## src/rtl/krpl_pkg.sv

```systemverilog
`timescale 1ns / 1ps

package krpl_pkg;

    // Ring geometry and brightness scale
    localparam int RING_SIZE = 4;
    localparam int POS_W = 2;
    localparam int LEVEL_W = 8;
    localparam logic [LEVEL_W-1:0] FULL_BRIGHT = 8'd255;

    // Register map (word index = paddr[3:2])
    localparam int PADDR_W = 4;
    localparam logic [1:0] REG_FADE_STEP = 2'd0;
    localparam logic [1:0] REG_SENSITIVITY = 2'd1;
    localparam logic [1:0] REG_HOLD_POLLS = 2'd2;
    localparam logic [1:0] REG_SPEED_GAIN = 2'd3;

    typedef struct packed {
        logic [7:0]  fade_step;
        logic [6:0]  sensitivity;
        logic [15:0] hold_polls;
        logic [6:0]  speed_gain;
    } krpl_cfg_t;

    typedef struct packed {
        logic [POS_W-1:0]   pos_first;
        logic [POS_W-1:0]   pos_second;
        logic [LEVEL_W-1:0] level_first;
        logic [LEVEL_W-1:0] level_second;
        logic [15:0]        hold_timer;
        logic [7:0]         fade_amount;
        logic signed [7:0]  motion_accum;
    } krpl_state_t;

    typedef struct packed {
        logic               lit;
        logic [POS_W-1:0]   first_position;
        logic [LEVEL_W-1:0] first_level;
        logic [POS_W-1:0]   second_position;
        logic [LEVEL_W-1:0] second_level;
    } krpl_result_t;

    // One position down / up around the ring
    function automatic logic [POS_W-1:0] pos_down(input logic [POS_W-1:0] p);
        pos_down = (p == '0) ? POS_W'(RING_SIZE - 1) : p - 1'b1;
    endfunction

    function automatic logic [POS_W-1:0] pos_up(input logic [POS_W-1:0] p);
        pos_up = (p == POS_W'(RING_SIZE - 1)) ? '0 : p + 1'b1;
    endfunction

endpackage

```

## src/rtl/krpl_if.sv

```systemverilog
`timescale 1ns / 1ps

interface krpl_knob_if;
    logic              valid;
    logic              ready;
    logic signed [7:0] delta;

    modport source (output valid, output delta, input ready);
    modport sink (input valid, input delta, output ready);
endinterface

interface krpl_ring_if;
    logic       valid;
    logic       ready;
    logic       lit;
    logic [1:0] first_position;
    logic [7:0] first_level;
    logic [1:0] second_position;
    logic [7:0] second_level;

    modport source (output valid, output lit, output first_position, output first_level,
                    output second_position, output second_level, input ready);
    modport sink (input valid, input lit, input first_position, input first_level,
                  input second_position, input second_level, output ready);
endinterface

```

## src/rtl/krpl_step.sv

```systemverilog
`timescale 1ns / 1ps

module krpl_step
    import krpl_pkg::*;
(
    input  krpl_cfg_t         cfg,
    input  krpl_state_t       state,
    input  logic signed [7:0] delta,
    output krpl_state_t       state_next,
    output krpl_result_t      result
);

    logic signed [8:0]  accum_sum;
    logic signed [8:0]  accum_sat;
    logic signed [8:0]  sens_s;
    logic signed [15:0] prod;
    logic signed [7:0]  step;
    logic [7:0]         mag;
    logic [8:0]         fade_limit;

    always_comb
    begin
        accum_sum = 9'(state.motion_accum) + 9'(delta);
        if (accum_sum > 9'sd127)
            accum_sat = 9'sd127;
        else if (accum_sum < -9'sd127)
            accum_sat = -9'sd127;
        else
            accum_sat = accum_sum;

        sens_s = $signed({2'b00, cfg.sensitivity});

        prod = 16'(delta) * 16'($signed({1'b0, cfg.speed_gain}));
        if (prod > 16'sd127)
            step = 8'sd127;
        else if (prod < -16'sd127)
            step = -8'sd127;
        else
            step = 8'(prod);
        mag = 8'(-step);

        fade_limit = {1'b0, FULL_BRIGHT} - {1'b0, cfg.fade_step};

        state_next = state;
        if (delta == 8'sd0)
        begin
            // idle poll: run down the hold, then fade out
            if (state.hold_timer != '0)
            begin
                state_next.hold_timer = state.hold_timer - 1'b1;
                if (state.hold_timer == 16'd1)
                    state_next.motion_accum = '0;
            end
            else if ({1'b0, state.fade_amount} < fade_limit)
                state_next.fade_amount = state.fade_amount + cfg.fade_step;
            else
                state_next.fade_amount = FULL_BRIGHT;
        end
        else
        begin
            state_next.motion_accum = 8'(accum_sat);
            if (state.hold_timer != '0 || accum_sat > sens_s || accum_sat < -sens_s)
            begin
                state_next.hold_timer = cfg.hold_polls;
                state_next.fade_amount = '0;
            end

            if (step > 8'sd0)
            begin
                if (8'(step) > state.level_second)
                begin
                    state_next.level_first = '0;
                    state_next.level_second = FULL_BRIGHT;
                    state_next.pos_second = state.pos_first;
                    state_next.pos_first = pos_down(state.pos_first);
                end
                else
                begin
                    state_next.level_first = state.level_first + 8'(step);
                    state_next.level_second = state.level_second - 8'(step);
                end
            end
            else if (step < 8'sd0)
            begin
                if (mag > state.level_first)
                begin
                    state_next.level_first = FULL_BRIGHT;
                    state_next.level_second = '0;
                    state_next.pos_first = state.pos_second;
                    state_next.pos_second = pos_up(state.pos_second);
                end
                else
                begin
                    state_next.level_first = state.level_first - mag;
                    state_next.level_second = state.level_second + mag;
                end
            end
        end

        result.lit = (state_next.fade_amount < FULL_BRIGHT);
        result.first_position = state_next.pos_first;
        result.second_position = state_next.pos_second;
        result.first_level = (state_next.fade_amount > state_next.level_first) ? '0 :
                             state_next.level_first - state_next.fade_amount;
        result.second_level = (state_next.fade_amount > state_next.level_second) ? '0 :
                              state_next.level_second - state_next.fade_amount;
    end

endmodule

```

## src/rtl/knob_ring_position_light_unit.sv

```systemverilog
`timescale 1ns / 1ps

// Knob ring position light. Each word on the knob channel is one poll: a
// signed delta, zero for an idle poll. Each poll gives exactly one word on
// the ring channel, holding the lit flag, the two adjacent ring positions and
// their levels after the fade-out has been taken off (floored at zero). The
// path is two registers deep: a poll waits in the input register until the
// output register is free, then the step logic (one 8x8 multiply, saturation
// and compares) updates the state and loads the output register. A new poll
// is taken every cycle as long as the ring side keeps up; a stalled output
// word blocks at most the one poll held in the input register. Registers sit
// on the APB port at byte addresses 0x0 fade_step, 0x4 sensitivity, 0x8
// hold_polls, 0xC speed_gain; write them only while no poll is in flight.

module knob_ring_position_light_unit
    import krpl_pkg::*;
(
    input  logic               clk,
    input  logic               rst_n,
    krpl_knob_if.sink          knob,
    krpl_ring_if.source        ring,
    input  logic               psel,
    input  logic               penable,
    input  logic               pwrite,
    input  logic [PADDR_W-1:0] paddr,
    input  logic [31:0]        pwdata,
    output logic [31:0]        prdata,
    output logic               pready
);

    krpl_cfg_t         cfg_reg;
    krpl_state_t       state_reg;
    krpl_state_t       state_next;
    krpl_result_t      result_next;
    krpl_result_t      result_reg;
    logic              in_valid_reg;
    logic signed [7:0] delta_reg;
    logic              out_valid_reg;
    logic              advance;
    logic              cfg_write;

    // ---------------- configuration ----------------
    assign pready = 1'b1;
    assign cfg_write = psel && penable && pwrite;

    always_ff @(posedge clk or negedge rst_n)
    begin
        if (!rst_n)
        begin
            cfg_reg.fade_step <= 8'd8;
            cfg_reg.sensitivity <= 7'd10;
            cfg_reg.hold_polls <= 16'd500;
            cfg_reg.speed_gain <= 7'd8;
        end
        else if (cfg_write)
        begin
            case (paddr[3:2])
                REG_FADE_STEP:   cfg_reg.fade_step <= pwdata[7:0];
                REG_SENSITIVITY: cfg_reg.sensitivity <= pwdata[6:0];
                REG_HOLD_POLLS:  cfg_reg.hold_polls <= pwdata[15:0];
                REG_SPEED_GAIN:  cfg_reg.speed_gain <= pwdata[6:0];
                default: ;
            endcase
        end
    end

    always_comb
    begin
        case (paddr[3:2])
            REG_FADE_STEP:   prdata = {24'd0, cfg_reg.fade_step};
            REG_SENSITIVITY: prdata = {25'd0, cfg_reg.sensitivity};
            REG_HOLD_POLLS:  prdata = {16'd0, cfg_reg.hold_polls};
            REG_SPEED_GAIN:  prdata = {25'd0, cfg_reg.speed_gain};
            default:         prdata = '0;
        endcase
    end

    // ---------------- handshake ----------------
    // The poll in the input register moves into the output register when
    // that one is empty or being drained this cycle.
    assign advance = in_valid_reg && (!out_valid_reg || ring.ready);
    assign knob.ready = !in_valid_reg || advance;

    always_ff @(posedge clk or negedge rst_n)
    begin
        if (!rst_n)
        begin
            in_valid_reg <= 1'b0;
            out_valid_reg <= 1'b0;
        end
        else
        begin
            if (knob.ready)
                in_valid_reg <= knob.valid;
            if (advance)
                out_valid_reg <= 1'b1;
            else if (ring.ready)
                out_valid_reg <= 1'b0;
        end
    end

    always_ff @(posedge clk)
    begin
        if (knob.valid && knob.ready)
            delta_reg <= knob.delta;
        if (advance)
            result_reg <= result_next;
    end

    // ---------------- step logic and state ----------------
    krpl_step u_step (
        .cfg        (cfg_reg),
        .state      (state_reg),
        .delta      (delta_reg),
        .state_next (state_next),
        .result     (result_next)
    );

    always_ff @(posedge clk or negedge rst_n)
    begin
        if (!rst_n)
        begin
            state_reg.pos_first <= POS_W'(2 % RING_SIZE);
            state_reg.pos_second <= POS_W'(3 % RING_SIZE);
            state_reg.level_first <= FULL_BRIGHT;
            state_reg.level_second <= '0;
            state_reg.hold_timer <= '0;
            state_reg.fade_amount <= '0;
            state_reg.motion_accum <= '0;
        end
        else if (advance)
        begin
            state_reg <= state_next;
        end
    end

    assign ring.valid = out_valid_reg;
    assign ring.lit = result_reg.lit;
    assign ring.first_position = result_reg.first_position;
    assign ring.first_level = result_reg.first_level;
    assign ring.second_position = result_reg.second_position;
    assign ring.second_level = result_reg.second_level;

    // ---------------- assertions ----------------
    // the two levels always crossfade: their sum is full brightness
    a_level_sum: assert property (@(posedge clk) disable iff (!rst_n)
        ({1'b0, state_reg.level_first} + {1'b0, state_reg.level_second})
            == {1'b0, FULL_BRIGHT})
        else $error("ring levels do not sum to full brightness");

    // the lit pair stays adjacent on the ring
    a_adjacent: assert property (@(posedge clk) disable iff (!rst_n)
        state_reg.pos_second == pos_up(state_reg.pos_first))
        else $error("ring positions not adjacent");

    // fading only happens once the hold has run out
    a_fade_hold: assert property (@(posedge clk) disable iff (!rst_n)
        state_reg.fade_amount != '0 |-> state_reg.hold_timer == '0)
        else $error("fade active while hold timer running");

    // state moves only when a poll is handed to the output register
    a_state_hold: assert property (@(posedge clk) disable iff (!rst_n)
        !advance |=> $stable(state_reg))
        else $error("state changed without a poll");

endmodule
```

## src/flat_wrapper.sv

```systemverilog
// flat-port wrapper written by rule: the top's interface ports become plain ports
module knob_ring_position_light_unit_flat import krpl_pkg::*;
  (clk, rst_n, psel, penable, pwrite, paddr, pwdata, prdata, pready, knob_valid, knob_delta, knob_ready, ring_valid, ring_lit, ring_first_position, ring_first_level, ring_second_position, ring_second_level, ring_ready);
  krpl_knob_if knob_i ();
  krpl_ring_if ring_i ();
  input  logic clk;
  input  logic rst_n;
  input  logic psel;
  input  logic penable;
  input  logic pwrite;
  input  logic [PADDR_W-1:0] paddr;
  input  logic [31:0] pwdata;
  output logic [31:0] prdata;
  output logic pready;
  input wire logic [$bits(knob_i.valid)-1:0] knob_valid;
  input wire logic [$bits(knob_i.delta)-1:0] knob_delta;
  output wire logic [$bits(knob_i.ready)-1:0] knob_ready;
  output wire logic [$bits(ring_i.valid)-1:0] ring_valid;
  output wire logic [$bits(ring_i.lit)-1:0] ring_lit;
  output wire logic [$bits(ring_i.first_position)-1:0] ring_first_position;
  output wire logic [$bits(ring_i.first_level)-1:0] ring_first_level;
  output wire logic [$bits(ring_i.second_position)-1:0] ring_second_position;
  output wire logic [$bits(ring_i.second_level)-1:0] ring_second_level;
  input wire logic [$bits(ring_i.ready)-1:0] ring_ready;
  assign knob_i.valid = knob_valid;
  assign knob_i.delta = knob_delta;
  assign knob_ready = knob_i.ready;
  assign ring_valid = ring_i.valid;
  assign ring_lit = ring_i.lit;
  assign ring_first_position = ring_i.first_position;
  assign ring_first_level = ring_i.first_level;
  assign ring_second_position = ring_i.second_position;
  assign ring_second_level = ring_i.second_level;
  assign ring_i.ready = ring_ready;
  knob_ring_position_light_unit u_core (.clk(clk), .rst_n(rst_n), .knob(knob_i), .ring(ring_i), .psel(psel), .penable(penable), .pwrite(pwrite), .paddr(paddr), .pwdata(pwdata), .prdata(prdata), .pready(pready));
endmodule
```

## config.mk

```make
export PLATFORM = sky130hd
export DESIGN_NAME = knob_ring_position_light_unit_flat
export DESIGN_NICKNAME = d
export VERILOG_FILES = /design/src/rtl/krpl_pkg.sv /design/src/rtl/krpl_if.sv /design/src/rtl/krpl_step.sv /design/src/rtl/knob_ring_position_light_unit.sv /design/src/flat_wrapper.sv
export SDC_FILE = /design/constraint.sdc
export NUM_CORES = 1
export LEC_CHECK = 0
export BUFFER_PORTS_ARGS = -buffer_cell sky130_fd_sc_hd__buf_2
export CAP_MARGIN = 0
export CORE_ASPECT_RATIO = 0.6
export CORE_MARGIN = 1.5
export CORE_UTILIZATION = 68
export CTS_BUF_LIST = sky130_fd_sc_hd__clkbuf_4 sky130_fd_sc_hd__clkbuf_8
export CTS_CLUSTER_SIZE = 14
export DETAILED_ROUTE_END_ITERATION = 10
export GPL_ROUTABILITY_DRIVEN = 0
export PLACE_DENSITY = 0.87
export SKIP_LAST_GASP = 1
export SLEW_MARGIN = 0
export SYNTH_ARGS = -nofsm -noshare
export SYNTH_HDL_FRONTEND = slang
export SYNTH_SLANG_ARGS = --single-unit
```

## constraint.sdc

```tcl
create_clock -name clk -period 22.8 [get_ports clk]
set_clock_uncertainty 0.15 [all_clocks]
set_input_delay 1.14 -clock clk [delete_from_list [all_inputs] [get_ports clk]]
set_output_delay 1.14 -clock clk [all_outputs]
set_load 0.01 [all_outputs]
```

==> load_flow_metrics.sql, run 1 <==
INSERT INTO impl_metrics (metric_group, metric, value, unit) VALUES
('clock_tree', 'cts_num_sinks', '121', ''),
('grt', 'grt_first_pass_wirelength', '49700', 'microns'),
('layout', 'area_growth_syn_to_layout', '8.04', '%'),
('timing', 'timing.final.max_slew_violations', '0', ''),
('synthesis', 'post_synth_inst_count', '1265', ''),
('clock_tree', 'worst_skew_pair_latency', '0.47', 'ns'),
('grt', 'first_global_vias', '9716', ''),
('clock_tree', 'post-cts-setup-buffer-count', '0', ''),
('placement', 'numPortBuffers', '71', ''),
('floorplanning', 'initial_core_util', '70.9', '%'),
('clock_tree', 'worst_setup_hold_path_clk_slew', '0.09', 'ns'),
('detailed_routing', 'drt.antenna.violating_nets', '0', ''),
('timing', 'worst_hold_slack', '0.363', 'ns'),
('clock_tree', 'cts_tree', 'yes', ''),
('synthesis', 'yosysTopAreaCellShare', '15.2', '%'),
('synthesis', 'yosys-top-cells-area', 'sky130_fd_sc_hd__dfrtp_1 15%, sky130_fd_sc_hd__ha_1 13%, sky130_fd_sc_hd__fa_1 9.2%, sky130_fd_sc_hd__edfxtp_1 7.4%, sky130_fd_sc_hd__dfstp_2 4.7%', ''),
('setup_path', 'end_kind', 'flop', ''),
('timing', 'worst_slew_pin_slew', '1.01', 'ns'),
('detailed_routing', 'dr.pass1.iters', '6', ''),
('timing', 'worst_slew_margin_relative_to_its_limit', '32.3', '%'),
('clock_tree', 'tritoncts.num_buffers', '17', ''),
('setup_path', 'critical_path_required', '22.82', 'ns'),
('run_status', 'outcome', 'completed', ''),
('floorplanning', 'dieWidth', '172', 'microns'),
('detailed_routing', 'dr.first_iter.drc_count', '1364', ''),
('setup_path', 'endpoint_arrival_time_on_the_critical_path', '11.50', 'ns'),
('synthesis', 'netlist_area', '11700', 'sq um'),
('timing', 'timing.final.setup_violations', '0', ''),
('clock_tree', 'cts_max_level', '4', ''),
('floorplanning', 'fp-row-count', '36', ''),
('setup_path', 'cp_top_family', 'adder cells', ''),
('timing', 'setup_tns', '0', 'ns'),
('layout', 'sequential_cell_area', '3200', 'sq um'),
('setup_path', 'worstSetupStartpointType', 'flop', ''),
('flow_run', 'drv.max_cap_violation_count', '0', ''),
('setup_path', 'class_of_the_most_critical_setup_path', 'flop to flop', ''),
('grt', 'track_usage', '35.3', '%'),
('synthesis', 'synth_top_family_by_area', 'adder cells', ''),
('grt', 'grt_max_degree', '77', ''),
('synthesis', 'ys.warnings.count', '0', ''),
('detailed_routing', 'routedWlPerCell', '19.1', 'microns'),
('layout', 'multi_input_comb_area', '7760', 'sq um'),
('synthesis', 'yosysSeqAreaShare', '27.3', '%'),
('synthesis', 'netlist.top_cell.by_area', 'sky130_fd_sc_hd__dfrtp_1', ''),
('synthesis', 'synth_simple_gate_area_share', '14.0', '%'),
('clock_tree', 'cts_hold_buffers', '0', ''),
('placement', 'hpwl', '22000', 'microns'),
('floorplanning', 'fp.dieH', '105', 'microns'),
('layout', 'filler_cell_count', '1133', ''),
('synthesis', 'muxShareOfSynthArea', '5.89', '%'),
('timing', 'hold_viol', '0', ''),
('synthesis', 'synth_cell_type_count', '80', ''),
('clock_tree', 'clk_path_buf_depth', '2', ''),
('synthesis', 'synth-main-ff-cell', 'sky130_fd_sc_hd__dfrtp_1', ''),
('layout', 'layout.cells.most_common', 'sky130_fd_sc_hd__inv_1', ''),
('layout', 'commonest_cells_after_routing_fill_and_taps_aside', '143 x sky130_fd_sc_hd__inv_1, 119 x sky130_fd_sc_hd__ha_1, 91 x sky130_fd_sc_hd__nand2_1', ''),
('timing', 'unrepaired_setup_endpoints_after_global_routing', 'false', ''),
('synthesis', 'post_synth_fa_ha_maj_area_fraction', '21.9', '%'),
('layout', 'final_layout_size_suffix_gt1_share', '15.2', '%'),
('floorplanning', 'placeableCoreArea', '16500', 'sq um'),
('setup_path', 'critical_path.max_stage_delay', '0.67', 'ns'),
('setup_path', 'critical-path-slowest-cell', 'sky130_fd_sc_hd__dfstp_2', ''),
('timing', 'achievable-frequency', '87.1', 'MHz'),
('setup_path', 'worst-path-buf-inv', '5', ''),
('clock_tree', 'post_cts_resize_count', '0', ''),
('layout', 'count_of_inserted_antenna_diode_cells', '0', ''),
('detailed_routing', 'via_per_inst', '6.40', ''),
('synthesis', 'synth_xor_area_share', '4.78', '%'),
('setup_path', 'crit_fanout', '16', ''),
('layout', 'num-nets-final', '1550', ''),
('clock_tree', 'root_buffer', 'sky130_fd_sc_hd__clkbuf_8', '');
layer usage:
layer  vias up  GRT usage, %  part of all wire, %
met3        81          6.78                   10
met2       593          53.4                   44
met5         -             0                    0
met1      4781          51.0                   44
met4         0          10.9                  2.1
li1       4570             -                    -
path summary, 6_finish.rpt:
| kind | depth (start not counted) | endpoint | startpoint | slack, ns |
|---|---|---|---|---|
| worst max-delay path | 39 | u_core.ring.first_level[1] | u_core.cfg_reg[3] | 11.32 |
| min in group asynchronous | 1 | u_core.state_reg[39] | rst_n | 0.39 |
| max in group asynchronous | 2 | u_core.state_reg[12] | rst_n | 20.84 |
| worst max register to register | 39 | u_core.ring.first_level[1] | u_core.cfg_reg[3] | 11.32 |
| worst min-delay path | 1 | u_core.state_reg[7] | u_core.state_reg[7] | 0.36 |
| worst min register to register | 1 | u_core.state_reg[7] | u_core.state_reg[7] | 0.36 |
cell type report:
class | instances | share of cell area (%)
Multi-Input combinational cell | 960 | 61.3
Sequential cell | 121 | 25.3
Inverter | 143 | 4.24
Timing Repair Buffer | 83 | 3.54
Tap cell | 228 | 2.25
Clock buffer | 19 | 2.07
Clock inverter | 13 | 1.29
cell usage after synthesis (all sizes together), types with 4 or more instances:
master and count:
nand2 91, a211oi 6, o32ai 5, nor2b 16, o21a 11, clkbuf 32, edfxtp 29, or3 15
fa 54, xnor2 43, nand2b 12, dfstp 21, o22ai 8, o211ai 5, dfrtp 71, o311ai 6
inv 143, ha 119, nand3 13, xor2 21, a22o 14, a21o 37, a2bb2oi 7, nor3 28
nor2 66, a221o 4, a31oi 10, and2 53, a22oi 8, nor4 9, mux2 42, buf 24
o31ai 10, nand4 7, a21oi 69, mux4 7, mux2i 6, o21ai 75, o221a 4, nor3b 4
o21bai 10
per-stage QoR:
stage / area [sq um] / setup WS (ns) / instances / utilization, %
2_1_floorplan: 11800 / 12.29 / 1280 / -
3_3_place_gp: 12200 / 11.88 / 1535 / 74.0
3_5_place_dp: 12200 / 11.64 / 1535 / 74.0
4_1_cts: 12700 / 11.49 / 1567 / 76.6
5_1_grt: 12700 / 10.73 / 1567 / 76.6
6_report: 12700 / 11.32 / 1567 / 76.6
cell families (layout without fill, tap and decap cells):
group	count (synthesis)	after routing
compound gates	322	322
simple gates	329	329
other cells	2	17
xor+xnor	64	64
mux	55	55
flops	121	121
buf+inv	199	258
fa+ha+maj	173	173
Power of run 1 is left out: the tool's default activity adds up to more than one toggle a clock period on the data nets, which glitch-free logic cannot reach.
==> run 2, diff against run 1 <==
- CORE_UTILIZATION: 68 -> 57
- PLACE_DENSITY: 0.87 -> 0.77
- clock period: 22.8 -> 10.2 ns (I/O delays scaled with it)
==> load_flow_metrics.sql, run 2 (same netlist as run 1, synthesis figures left out) <==
INSERT INTO impl_metrics (metric_group, metric, value, unit) VALUES
('run_status', 'outcome', 'completed', ''),
('setup_path', 'critical_path.reg2reg.startpoint', 'u_core.cfg_reg[3]', ''),
('floorplanning', 'fp-row-count', '40', ''),
('detailed_routing', 'via_count', '9630', ''),
('setup_path', 'critical_path_required', '10.26', 'ns'),
('setup_path', 'worstReg2RegEnd', 'u_core.ring.second_level[6]', ''),
('layout', 'largest_register_ff_count', '52', ''),
('layout', 'commonest_cells_after_routing_fill_and_taps_aside', '143 x sky130_fd_sc_hd__inv_1, 116 x sky130_fd_sc_hd__ha_1, 88 x sky130_fd_sc_hd__nand2_1', ''),
('timing', 'worst_slew_pin_slew', '0.950', 'ns'),
('layout', 'final_layout_size_suffix_gt1_share', '17.6', '%'),
('timing', 'final.min_clock_period', '9.73', 'ns'),
('setup_path', 'worstSetupStartpointType', 'flop', ''),
('clock_tree', 'cts_max_level', '4', ''),
('floorplanning', 'dieWidth', '188', 'microns'),
('clock_tree', 'clk_path_buf_depth', '2', ''),
('worst_hold_path', 'worst_hold_path_type', 'input port to flop', ''),
('grt', 'track_usage', '26.8', '%'),
('setup_path', 'crit_start', 'u_core.cfg_reg[3]', ''),
('layout', 'layout.cells.most_common', 'sky130_fd_sc_hd__inv_1', ''),
('timing', 'unrepaired_setup_endpoints_after_global_routing', 'false', ''),
('floorplanning', 'placeableCoreArea', '20100', 'sq um'),
('layout', 'area_growth_syn_to_layout', '11.0', '%'),
('detailed_routing', 'drt.antenna.violating_nets', '0', ''),
('detailed_routing', 'drc_violations', '0', ''),
('clock_tree', 'cts_tree', 'yes', ''),
('placement', 'numPortBuffers', '71', ''),
('floorplanning', 'die_outline_area', '21500', 'sq um'),
('clock_tree', 'root_buffer', 'sky130_fd_sc_hd__clkbuf_8', ''),
('floorplanning', 'top_level_pins', '107', ''),
('grt', 'grt_first_pass_wirelength', '45500', 'microns'),
('grt', 'first_global_vias', '8952', ''),
('setup_path', 'endpoint_arrival_time_on_the_critical_path', '9.80', 'ns'),
('detailed_routing', 'routedWlPerCell', '17.2', 'microns'),
('setup_path', 'timing.reg2reg.worst_path_depth', '40', ''),
('setup_path', 'end_kind', 'flop', ''),
('timing', 'worst_slew_margin_relative_to_its_limit', '36.6', '%'),
('layout', 'num-nets-final', '1573', ''),
('grt', 'grt_max_degree', '76', ''),
('detailed_routing', 'routed_wl', '28100', 'microns'),
('placement', 'hpwl', '21700', 'microns'),
('grt', 'initial_antenna_violation_count', '1', ''),
('setup_path', 'crit_fanout', '8', ''),
('detailed_routing', 'dr.first_iter.drc_count', '810', ''),
('setup_path', 'termination_of_the_worst_setup_path', 'u_core.ring.second_level[6]', ''),
('clock_tree', 'worst_skew_pair_latency', '0.48', 'ns'),
('timing', 'setup_tns', '0', 'ns'),
('floorplanning', 'fp.dieH', '114', 'microns'),
('timing', 'hold_viol', '0', ''),
('setup_path', 'critical_path.max_stage_delay', '0.61', 'ns'),
('grt', 'globalRoute.totalOverflow', '0', ''),
('detailed_routing', 'via_per_inst', '5.89', ''),
('clock_tree', 'worst_setup_hold_path_clk_slew', '0.09', 'ns'),
('timing', 'final.period_utilization', '95.4', '%'),
('timing', 'timing.final.setup_violations', '0', ''),
('clock_tree', 'tritoncts.num_buffers', '17', ''),
('detailed_routing', 'dr.pass1.iters', '5', ''),
('setup_path', 'class_of_the_most_critical_setup_path', 'flop to flop', ''),
('timing', 'achievable-frequency', '103', 'MHz'),
('timing', 'timing.final.max_slew_violations', '0', ''),
('setup_path', 'crit_top_cell', 'sky130_fd_sc_hd__fa_1', ''),
('setup_path', 'r2r_setup_slack', '0.47', 'ns'),
('flow_run', 'drv.max_cap_violation_count', '0', ''),
('floorplanning', 'initial_core_util', '58.4', '%'),
('setup_path', 'critical-path-slowest-cell', 'sky130_fd_sc_hd__dfstp_2', ''),
('clock_tree', 'cts_num_sinks', '121', '');
-- run 2: critical path: cells and delay by family, from the launching register on --
family          cells  cell delay [ns]
flops               1             0.61
fa+ha+maj           9             3.35
compound gates     16             3.22
mux                 2             0.45
xor+xnor            1             0.13
simple gates        7             1.20
buf+inv             5             0.36
-- run 2: cell type report --
| type | count | area, sq um |
|---|---|---|
| Sequential cell | 121 | 3200 |
| Timing Repair Buffer | 106 | 623 |
| Clock buffer | 17 | 234 |
| Inverter | 143 | 537 |
| Clock inverter | 15 | 221 |
| Multi-Input combinational cell | 960 | 7850 |
| Antenna cell | 1 | 2.50 |
| Tap cell | 273 | 342 |
| Fill cell | 1630 | 7060 |
-- run 2: how the worst min path moves through the flow --
stage          slack (ns)              endpoint  depth (start not counted)          start
6_report             0.05   u_core.delta_reg[6]                          1  knob_delta[6]
5_1_grt              0.03   u_core.delta_reg[4]                          1  knob_delta[4]
4_1_cts              0.04   u_core.delta_reg[4]                          1  knob_delta[4]
3_5_place_dp         0.25  u_core.state_reg[39]                          1          rst_n
3_3_place_gp         0.24  u_core.state_reg[39]                          1          rst_n
2_1_floorplan        0.06     u_core.cfg_reg[0]                          0          rst_n
-- run 2: routing by layer --
layer  wire [microns]  vias to the layer above  global-route usage [%]
met5                0                        -                       0
met3             2010                       39                    5.21
met2            11800                      353                    39.9
met1            13800                     4621                    40.1
met4              465                        0                    6.35
li1                 -                     4617                       -
-- run 2: stage by stage --
step / hold WS (ns) / util [%] / setup slack (ns) / cell area [sq um] / instances
finish: 0.0502 / 64.8 / 0.468 / 13000 / 1636
detailed placement: 0.245 / 61.9 / 0.116 / 12400 / 1597
floorplan: 0.0644 / - / 0.00335 / 11800 / 1280
global route: 0.0285 / 64.8 / 0.00767 / 13000 / 1636
global placement: 0.242 / 61.9 / 0.352 / 12400 / 1597
CTS: 0.0413 / 64.3 / 0.0732 / 12900 / 1630
-- run 2: what timing repair did --
action / CTS / global route
setup buffers: 0 / 5
gates resized for setup: 0 / 20
hold buffers: 1 / 0
endpoints found under the setup margin: 0 / 16
endpoints found under the hold margin: 14 / 0
Power of run 2 is left out for the same reason.
==> run 3, diff against run 2 <==
- PLACE_DENSITY: 0.77 -> default
- PLACE_DENSITY_LB_ADDON: default -> 0.1
==> load_flow_metrics.sql, run 3 (same netlist as run 1, synthesis figures left out) <==
INSERT INTO impl_metrics (metric_group, metric, value, unit) VALUES
('layout', 'final_util', '64.9', '%'),
('detailed_routing', 'dr.first_iter.drc_count', '686', ''),
('setup_path', 'class_of_the_most_critical_setup_path', 'flop to flop', ''),
('setup_path', 'critical_path.max_stage_delay', '0.55', 'ns'),
('timing', 'setup_tns', '0', 'ns'),
('floorplanning', 'dieWidth', '188', 'microns'),
('layout', 'filler_cell_count', '1688', ''),
('setup_path', 'endpoint_arrival_time_on_the_critical_path', '9.88', 'ns'),
('clock_tree', 'cts_num_sinks', '121', ''),
('timing', 'worst_slew_margin_relative_to_its_limit', '33.0', '%'),
('layout', 'final_layout_size_suffix_gt1_share', '17.9', '%'),
('setup_path', 'end_kind', 'flop', ''),
('run_status', 'outcome', 'completed', ''),
('floorplanning', 'initial_core_util', '58.4', '%'),
('worst_hold_path', 'worst_hold_path_type', 'input port to flop', ''),
('setup_path', 'termination_of_the_worst_setup_path', 'u_core.ring.second_level[6]', ''),
('setup_path', 'crit_top_cell', 'sky130_fd_sc_hd__fa_1', ''),
('detailed_routing', 'dr.pass1.iters', '5', ''),
('grt', 'grt_first_pass_wirelength', '47000', 'microns'),
('layout', 'final_cell_area', '13000', 'sq um'),
('setup_path', 'crit_fanout', '9', ''),
('clock_tree', 'worst_skew_pair_latency', '0.47', 'ns'),
('grt', 'initial_antenna_violation_count', '0', ''),
('layout', 'commonest_cells_after_routing_fill_and_taps_aside', '143 x sky130_fd_sc_hd__inv_1, 115 x sky130_fd_sc_hd__ha_1, 88 x sky130_fd_sc_hd__nand2_1', ''),
('timing', 'final.min_clock_period', '9.81', 'ns'),
('detailed_routing', 'routed_wl', '29000', 'microns'),
('floorplanning', 'die_outline_area', '21500', 'sq um'),
('timing', 'timing.final.max_slew_violations', '0', ''),
('setup_path', 'r2r_setup_slack', '0.39', 'ns'),
('floorplanning', 'top_level_pins', '107', ''),
('placement', 'detailedPlace.worstSlack', '-0.0534', 'ns'),
('clock_tree', 'clk_path_buf_depth', '2', ''),
('timing', 'achievable-frequency', '102', 'MHz'),
('detailed_routing', 'via_count', '9494', ''),
('layout', 'layout.cells.most_common', 'sky130_fd_sc_hd__inv_1', ''),
('timing', 'worst_slew_pin_slew', '1.00', 'ns'),
('layout', 'multi_input_comb_area', '7850', 'sq um'),
('timing', 'post-route-worst-setup-slack', '0.393', 'ns'),
('layout', 'largest_register_ff_count', '52', ''),
('timing', 'timing.final.setup_violations', '0', ''),
('layout', 'count_of_inserted_antenna_diode_cells', '0', ''),
('floorplanning', 'fp.dieH', '114', 'microns'),
('setup_path', 'timing.reg2reg.worst_path_depth', '40', ''),
('flow_run', 'drv.max_cap_violation_count', '0', ''),
('clock_tree', 'cts_tree', 'yes', ''),
('layout', 'area_growth_syn_to_layout', '11.2', '%'),
('detailed_routing', 'routedWlPerCell', '17.7', 'microns'),
('grt', 'track_usage', '27.9', '%'),
('grt', 'first_global_vias', '8995', ''),
('setup_path', 'worstSetupStartpointType', 'flop', ''),
('detailed_routing', 'drt.antenna.violating_nets', '0', ''),
('grt', 'grt_max_degree', '77', ''),
('clock_tree', 'tritoncts.num_buffers', '17', ''),
('floorplanning', 'fp-row-count', '40', ''),
('setup_path', 'crit_start', 'u_core.delta_reg[7]', ''),
('grt', 'globalRoute.totalOverflow', '0', ''),
('setup_path', 'worstReg2RegEnd', 'u_core.ring.second_level[6]', ''),
('placement', 'post_place_instance_area', '12400', 'sq um'),
('setup_path', 'critical_path_required', '10.27', 'ns'),
('setup_path', 'critical-path-slowest-cell', 'sky130_fd_sc_hd__fa_1', ''),
('timing', 'final.period_utilization', '96.1', '%'),
('placement', 'hpwl', '22100', 'microns'),
('detailed_routing', 'via_per_inst', '5.79', ''),
('timing', 'hold_viol', '0', ''),
('detailed_routing', 'drc_violations', '0', ''),
('clock_tree', 'root_buffer', 'sky130_fd_sc_hd__clkbuf_8', ''),
('layout', 'sequential_cell_area', '3200', 'sq um'),
('placement', 'numPortBuffers', '71', ''),
('clock_tree', 'cts_max_level', '4', ''),
('layout', 'num-nets-final', '1577', ''),
('clock_tree', 'worst_setup_hold_path_clk_slew', '0.09', 'ns'),
('setup_path', 'critical_path.reg2reg.startpoint', 'u_core.delta_reg[7]', ''),
('floorplanning', 'placeableCoreArea', '20100', 'sq um');
[run 3: worst min-delay path by stage]
stage	cells after the start	end	from
2_1_floorplan	0	u_core.cfg_reg[0]	rst_n
3_3_place_gp	1	u_core.state_reg[39]	rst_n
3_5_place_dp	1	u_core.state_reg[36]	rst_n
4_1_cts	1	u_core.delta_reg[6]	knob_delta[6]
5_1_grt	1	u_core.delta_reg[6]	knob_delta[6]
6_report	1	u_core.delta_reg[6]	knob_delta[6]
[run 3: timing repair]
| action | in CTS | in global routing |
|---|---|---|
| endpoints found under the setup margin | 8 | 16 |
| setup buffers | 1 | 14 |
| hold endpoints to repair | 16 | 0 |
| hold buffers | 1 | 0 |
| gates resized for setup | 0 | 18 |
| pin swaps | 1 | 2 |
[run 3: critical path, delay by kind of cell (launching register included)]
kind	cells	cell delay, ns
xor gates and xnor gates	1	0.12
and+or+nand+nor	7	1.26
buffers and inverters	5	0.44
AOI/OAI and AO/OA	16	3.23
adders and majority gates	9	3.38
muxes	2	0.48
DFF	1	0.51
[run 3: cell type report]
type	instances	area share (%)
multi-input cells	960	60.2
flip-flops and latches	121	24.6
repair buffers	110	5.00
inverters	143	4.12
well taps	273	2.62
clock buffers	17	1.80
clock inverters	15	1.65
[run 3: layer usage]
metal	up-vias	wire length, microns	part of all wire (%)	global-route usage (%)
li1	4620	-	-	-
met1	4535	14600	50	42.1
met2	314	12000	41	40.9
met3	25	2140	7.4	6.59
met4	0	303	1.0	5.55
met5	-	0	0	0
[run 3: per-stage QoR]
stage	instances	hold slack, ns
2_1_floorplan	1280	0.0644
3_3_place_gp	1591	0.237
3_5_place_dp	1591	0.236
4_1_cts	1625	0.0491
5_1_grt	1639	0.0374
6_report	1639	0.0586
Power of run 3 is left out for the same reason.
